## src/rtl/knn_pkg.sv

```systemverilog
package knn_pkg;

  localparam int PIX_W     = 8;
  localparam int N_W       = 3;
  localparam int H_W       = 2;
  localparam int K_W       = 6;
  localparam int DIM_W     = 11;
  localparam int COORD_W   = 10;
  localparam int SUM_W     = 14;
  localparam int NUM_W     = 15;
  localparam int DEN_W     = 7;
  localparam int REM_W     = 7;
  localparam int CFG_IDX_W = 4;

  localparam int MAX_HEIGHT = 1024;

  localparam logic [CFG_IDX_W-1:0] REG_WINDOW_SIZE    = 4'd0;
  localparam logic [CFG_IDX_W-1:0] REG_NEIGHBOR_COUNT = 4'd1;
  localparam logic [CFG_IDX_W-1:0] REG_IMAGE_WIDTH    = 4'd2;
  localparam logic [CFG_IDX_W-1:0] REG_IMAGE_HEIGHT   = 4'd3;

  localparam logic [N_W-1:0]   RST_WINDOW_SIZE    = 3'd3;
  localparam logic [K_W-1:0]   RST_NEIGHBOR_COUNT = 6'd5;
  localparam logic [DIM_W-1:0] RST_IMAGE_WIDTH    = 11'd640;
  localparam logic [DIM_W-1:0] RST_IMAGE_HEIGHT   = 11'd480;

  typedef struct packed {
    logic accept;
    logic rd;
    logic wr;
    logic diff;
    logic rank;
    logic div_init;
    logic div_step;
    logic load;
  } cmd_t;

  typedef struct packed {
    logic interior;
  } stat_t;

endpackage

```

## src/rtl/knn_ctrl.sv

```systemverilog
module knn_ctrl #(
  parameter int MAX_WINDOW = 7,
  parameter int STEP_W     = 6
) (
  input  logic                clk,
  input  logic                rst,
  input  logic                in_valid,
  output logic                in_ready,
  input  logic                out_ready,
  output logic                out_valid,
  input  knn_pkg::stat_t      stat,
  output knn_pkg::cmd_t       cmd,
  output logic [STEP_W-1:0]   step
);
  import knn_pkg::*;

  localparam int RD_N = MAX_WINDOW - 1;
  localparam int NW   = MAX_WINDOW * MAX_WINDOW;

  localparam logic [3:0] S_IDLE  = 4'd0;
  localparam logic [3:0] S_READ  = 4'd1;
  localparam logic [3:0] S_WRITE = 4'd2;
  localparam logic [3:0] S_DIST  = 4'd3;
  localparam logic [3:0] S_RANK  = 4'd4;
  localparam logic [3:0] S_RANKE = 4'd5;
  localparam logic [3:0] S_DINIT = 4'd6;
  localparam logic [3:0] S_DIV   = 4'd7;
  localparam logic [3:0] S_OUT   = 4'd8;

  logic [3:0]        st, st_next;
  logic [STEP_W-1:0] cnt, cnt_next;
  logic              out_valid_next;

  assign step = cnt;

  always_comb begin
    st_next        = st;
    cnt_next       = cnt;
    cmd            = '0;
    in_ready       = 1'b0;
    out_valid_next = out_valid && !out_ready;
    unique case (st)
      S_IDLE: begin
        in_ready = 1'b1;
        if (in_valid) begin
          cmd.accept = 1'b1;
          cnt_next   = '0;
          st_next    = (RD_N > 0) ? S_READ : S_WRITE;
        end
      end
      S_READ: begin
        cmd.rd = 1'b1;
        if (cnt == STEP_W'(RD_N - 1)) begin
          cnt_next = '0;
          st_next  = S_WRITE;
        end else begin
          cnt_next = cnt + 1'b1;
        end
      end
      S_WRITE: begin
        cmd.wr  = 1'b1;
        st_next = stat.interior ? S_DIST : S_IDLE;
      end
      S_DIST: begin
        cmd.diff = 1'b1;
        cnt_next = '0;
        st_next  = S_RANK;
      end
      S_RANK: begin
        cmd.rank = 1'b1;
        if (cnt == STEP_W'(NW - 1)) begin
          cnt_next = '0;
          st_next  = S_RANKE;
        end else begin
          cnt_next = cnt + 1'b1;
        end
      end
      S_RANKE: st_next = S_DINIT;
      S_DINIT: begin
        cmd.div_init = 1'b1;
        cnt_next     = '0;
        st_next      = S_DIV;
      end
      S_DIV: begin
        cmd.div_step = 1'b1;
        if (cnt == STEP_W'(NUM_W - 1)) begin
          cnt_next = '0;
          st_next  = S_OUT;
        end else begin
          cnt_next = cnt + 1'b1;
        end
      end
      S_OUT: begin
        if (!out_valid || out_ready) begin
          cmd.load       = 1'b1;
          out_valid_next = 1'b1;
          st_next        = S_IDLE;
        end
      end
      default: st_next = S_IDLE;
    endcase
  end

  always_ff @(posedge clk) begin
    if (rst) begin
      st        <= S_IDLE;
      cnt       <= '0;
      out_valid <= 1'b0;
    end else begin
      st        <= st_next;
      cnt       <= cnt_next;
      out_valid <= out_valid_next;
    end
  end

endmodule

```

## config.mk

```make
export PLATFORM = sky130hd
export DESIGN_NAME = knn_ctrl
export DESIGN_NICKNAME = d
export VERILOG_FILES = /design/src/rtl/knn_pkg.sv /design/src/rtl/knn_ctrl.sv
export SDC_FILE = /design/constraint.sdc
export NUM_CORES = 1
export LEC_CHECK = 0
export CAP_MARGIN = 20
export CORE_AREA = 2 2 46 48
export CTS_CLUSTER_SIZE = 8
export DETAILED_ROUTE_END_ITERATION = 7
export DIE_AREA = 0 0 48 50
export DONT_BUFFER_PORTS = 1
export PLACE_DENSITY = 0.66
export SYNTH_ARGS = -nofsm -noshare
export SYNTH_HDL_FRONTEND = slang
export SYNTH_SLANG_ARGS = --single-unit
```

## constraint.sdc

```tcl
create_clock -name clk -period 4.6 [get_ports clk]
set_input_delay 0 -clock clk [delete_from_list [all_inputs] [get_ports clk]]
set_output_delay 0 -clock clk [all_outputs]
set_load 0.03 [all_outputs]
```

; ---- Word-level counts from Yosys, hierarchy flattened
; Cells that the tools add are included.
[totals]
reg_bits = 11
in_bits = 5
out_inout_bits = 16
elab_cells = 54
[classes]
add_sub_neg = 1
eq_ne = 16
mux = 25
n_reduce_logical = 9
[op_table]
columns = operator, n
row1 = case mux 4 bit (9 select lines), 1
row2 = case mux 6 bit (5 select lines), 1
row3 = 2-to-1 mux 6 bit, 4
row4 = 2-to-1 mux 4 bit, 5
row5 = "equality test 4 x 3 -> 1 bit, second input constant", 4
row6 = 2-to-1 mux 1 bit, 13
row7 = "!= test 2 bit, second input constant", 5
row8 = "equality test 4 x 2 -> 1 bit, second input constant", 2
row9 = "adder 6 x 1 -> 6 bit, second input constant", 1
row10 = "equality test 6 x 3 -> 1 bit, second input constant", 1
row11 = "equality test 6 x 4 -> 1 bit, second input constant", 1
row12 = "equality test 6 bit, second input constant", 1
row13 = AND reduction 5 bit, 1
row14 = nonzero test 5 bit, 1
row15 = "equality test 4 x 1 -> 1 bit, second input constant", 1
row16 = "equality test 4 bit, second input constant", 1
row17 = logical NOT 4 bit, 1
row18 = logical NOT 1 bit, 2
row19 = 2-to-1 mux 2 bit, 1
row20 = AND reduction 2 bit, 1
row21 = OR reduction 2 bit, 1
row22 = logical AND 1 bit, 1
row23 = logical OR 1 bit, 1

; ---- Depth between registers and ports, before layout
[depth]
depth_word = 4
mapped_depth = 6
depth_no_buf = 6

; ---- Least setup slack after synthesis
; No wires, ideal clock.
[synth_timing]
kind = flip-flop to flip-flop
from = reg st[1]
to = reg cnt[5], in the netlist step[5]
setup_ps = 92
arrival_ps = 1899
required_ps = 4508
slack_ps = 2609
path_stages_with_launch = 6
n_path_buf = 1
synth_period_minus_slack_ps = 1991
path_cell_list = dfxtp_1 -> buf_4 -> nor4b_2 -> o21ai_0 -> and4_4 -> nor4_1
[synth_between]
elab_chain_len = 4
word_cells_on_any_way = 11
cone_classes = 6 x eq/ne / 1 x mux / 4 x reduce/logical
[synth_rtl]
columns = element, line
row1 = start: declaration, knn_ctrl.sv:30  ; logic [3:0] st, st_next;
row2 = start signal: assignment, knn_ctrl.sv:110  ; st <= st_next;
row3 = equality test 4 x 3 -> 1 bit / equality test 4 x 2 -> 1 bit (equally long branches), knn_ctrl.sv:42  ; unique case (st)
row4 = OR reduction 2 bit (no source line), n/a
row5 = nonzero test 5 bit (no source line), n/a
row6 = AND reduction 2 bit (no source line), n/a
row7 = end signal: assignment, knn_ctrl.sv:111  ; cnt <= cnt_next;
row8 = end: declaration, knn_ctrl.sv:31  ; logic [STEP_W-1:0] cnt, cnt_next;
; Parallel ways exist; a longest one is shown, timed or not.
; A chain may end at the register's enable or synchronous reset.

; ---- Worst setup path in the final report
[layout_timing]
from = reg st[0]
to = reg cnt[2], in the netlist step[2]
; Same word-level chain as after synthesis.

==> summary.md <==
| Metric | Value |
|---|---|
| Status | finished clean |
| Post-synth ARST share | 0 |
| Initial DRC Count | 10 |
| Nets | 109 |
| Setup crit start kind | flop |
| CTS tree | yes |
| Tcrit/Tclk final | 0.502 |
| Mapped Area | roughly 800 um2 |
| Register bit total from synthesis | 11 |
| Critical R2R Launch | st[0]$_SDFFE_PP0P_ |
| Vias in the first global route | approximately 690 |
| DR WL/cell | approximately 14 um |
| Maximum VDD drop | 0.236 mV |
| CTS sink count | 11 |
| Syn_nets | 106 |
| Commonest non-fill, non-tap cell in the layout | dfxtp_1 |
| Postcts setup bufs | 0 |
| Core Util, Final | 0.455 |
| Max Freq | 0.433 GHz |
| Hold EP | st[3]$_SDFFE_PP0P_ |
| CP max FO | 15 |
| Setup Skew | 3.32 ps |
| Gr usage total | 0.180 |
| Period minus WS final | about 2300 ps |
| Core ar. | 1900 um2 |
| Vias | 725 |
| # setup viols final | 0 |
| Pin count of the biggest net entering global routing | 16 |
| Total wire length | 1770 um |
| Top FF cell, synth | dfxtp_1 |
| Number of fill cells in the layout | roughly 180 |
| Min-Delay Path Class | input port to flop |
| Unrepaired setup endpoints after global routing | no |
| CP required | 4780 ps |
| Synth-to-Final Area Change | 7.97% |
| Reg2Reg Setup Slack | 2290 ps |
| Slew HR | 0.358 |
| Final ANT Viol Nets | 0 |
| Initial antenna violation count | 0 |
| Setup TNS | 0 ps |
| Vias/cell | 5.75 |
| CP arrival | 2480 ps |
| Post-route cell area | about 860 um2 |
| Die width | 48 um |
| Worst-margin pin slew | 960 ps |
| Worst Setup Path Type | flop to flop |
| Commonest cells after routing, fill and taps aside | dfxtp_1 (11), nor2_1 (10), nand2b_1 (7) |
| Hold_ws | 65.5 ps |
| Drt drc | 0 |
| Max-slew violations | 0 |
| RePlAce Congestion | between 0.7 and 0.8 |
| CTS Buffer Depth | 2 |
| Cell count of the worst reg-to-reg path | 4 |
| Die footprint | 2400 um2 |
| IO Pins | 21 |
| Chip height | roughly 50 um |
| YS warnings | 0 |
| Gr ovfl total | 0 |
| Max-cap violations | 0 |
| Initial Util | 0.421 |
| Cell depth of the worst hold path | 3 |
| Hold Vio Cnt, Final | 0 |
| Reg2reg end | step[2]$_SDFFE_PP0P_ |
| Initial DRT Pass Iterations | 4 |
| Critical Path End Type | flop |
| Seq/Total Area, Yosys | 0.275 |
| Layout cell share with drive strength beyond 1 | 0.101 |
| EDFF count, synth | 0 |
| Library cells used by synthesis | 39 |
| HP Start | out_ready |
| Leakage power | 0.339 nW |
| Antenna Cells | 0 |
| H-tree Lvls | 1 |
| Synthesized area per cell | 8.26 um2 |
| Clk Latency, worst-skew pair | between 200 and 300 ps |
| Power per cell area | between 400 and 500 nW/um2 |
| Gate Count Post-Synth | 97 |
| Root buf cell | clkbuf_4 |
| Site Rows | 16 |
| Final HPWL from detailed placement | around 1400 um |
| First-pass GRT wire length | 3110 um |
| CTS Buf Count | 3 |
| PortBufs | 0 |
| Placed cell areas | 818 um2 |
| Worst-path clk slew | around 70 ps |
[metal layers]
metal	GRT usage	vias up	wire, um
met5	0	-	0
li1	-	370	-
met2	0.273	17	919
met3	0.0733	0	75
met4	0.0450	0	0
met1	0.232	338	772
[cell usage after synthesis, drive strengths merged (3+ instances only)]
cell	number	share of area
dfxtp	11	0.27
nor2	10	0.047
nand2b	7	0.055
nor4	6	0.047
a21oi	4	0.025
and3	4	0.031
ha	4	0.063
inv	4	0.019
nand2	4	0.019
nor3	4	0.025
buf	3	0.020
mux2i	3	0.038
[power breakdown]
part | total [mW] | switching (mW) | internal, mW
clock network | 0.0670 | 0.0334 | 0.0336
logic | 0.184 | 0.109 | 0.0742
registers | 0.152 | 0.0440 | 0.108
total | 0.403 | 0.187 | 0.216
[what timing repair did]
action,CTS,global route
gates resized for setup,0,0
hold endpoints to repair,11,0
hold buffers,2,0
[worst max path at each step]
stage | cells past startpoint | slack (ps) | endpoint | startpoint
2_1_floorplan | 5 | 2610 | step[5]$_SDFFE_PP0P_ | st[1]$_SDFFE_PP0P_
3_3_place_gp | 4 | 2410 | step[5]$_SDFFE_PP0P_ | st[0]$_SDFFE_PP0P_
3_5_place_dp | 4 | 2290 | step[2]$_SDFFE_PP0P_ | st[0]$_SDFFE_PP0P_
4_1_cts | 4 | 2270 | step[2]$_SDFFE_PP0P_ | st[0]$_SDFFE_PP0P_
5_1_grt | 4 | 2120 | step[5]$_SDFFE_PP0P_ | st[0]$_SDFFE_PP0P_
6_report | 4 | 2290 | step[2]$_SDFFE_PP0P_ | st[0]$_SDFFE_PP0P_
[final cells by class]
cell class	instances	area, um2	area share
Tap cell	27	33.8	0.0391
Inverter	4	15.0	0.0174
Timing Repair Buffer	3	27.5	0.0318
Clock buffer	4	26.3	0.0304
Multi-Input combinational cell	77	542	0.627
Sequential cell	11	220	0.255
[kinds of logic (layout without fill, tap and decap cells)]
group	after synthesis	in the layout	share of synthesized area
adder cells (fa/ha/maj)	4	4	0.0625
buffers and inverters	9	11	0.0484
AO/OA/AOI/OAI	20	20	0.198
AND/OR/NAND/NOR	50	50	0.378
multiplexers	3	3	0.0375
flip-flops	11	11	0.275
[flip-flops by register name (all words and copies together) (netlist names)]
signal,cells
st,4
step,6
out_valid,1
[per-stage QoR]
stage / worst slack [ps] / power (mW) / std cells
floorplan: 2610 / 0.305 / 97
finish: 2290 / 0.403 / 126
global route: 2120 / 0.438 / 126
CTS: 2270 / 0.407 / 126
global placement: 2410 / 0.333 / 120
detailed placement: 2290 / 0.337 / 120
[worst max-delay path: stages, from the launching register on]
cell and delay (ps):
dfxtp_1 560, nor4b_2 830, o21ai_0 300, and4_4 260, nor4_1 260
No activity file was read; power rests on OpenSTA's default activity.
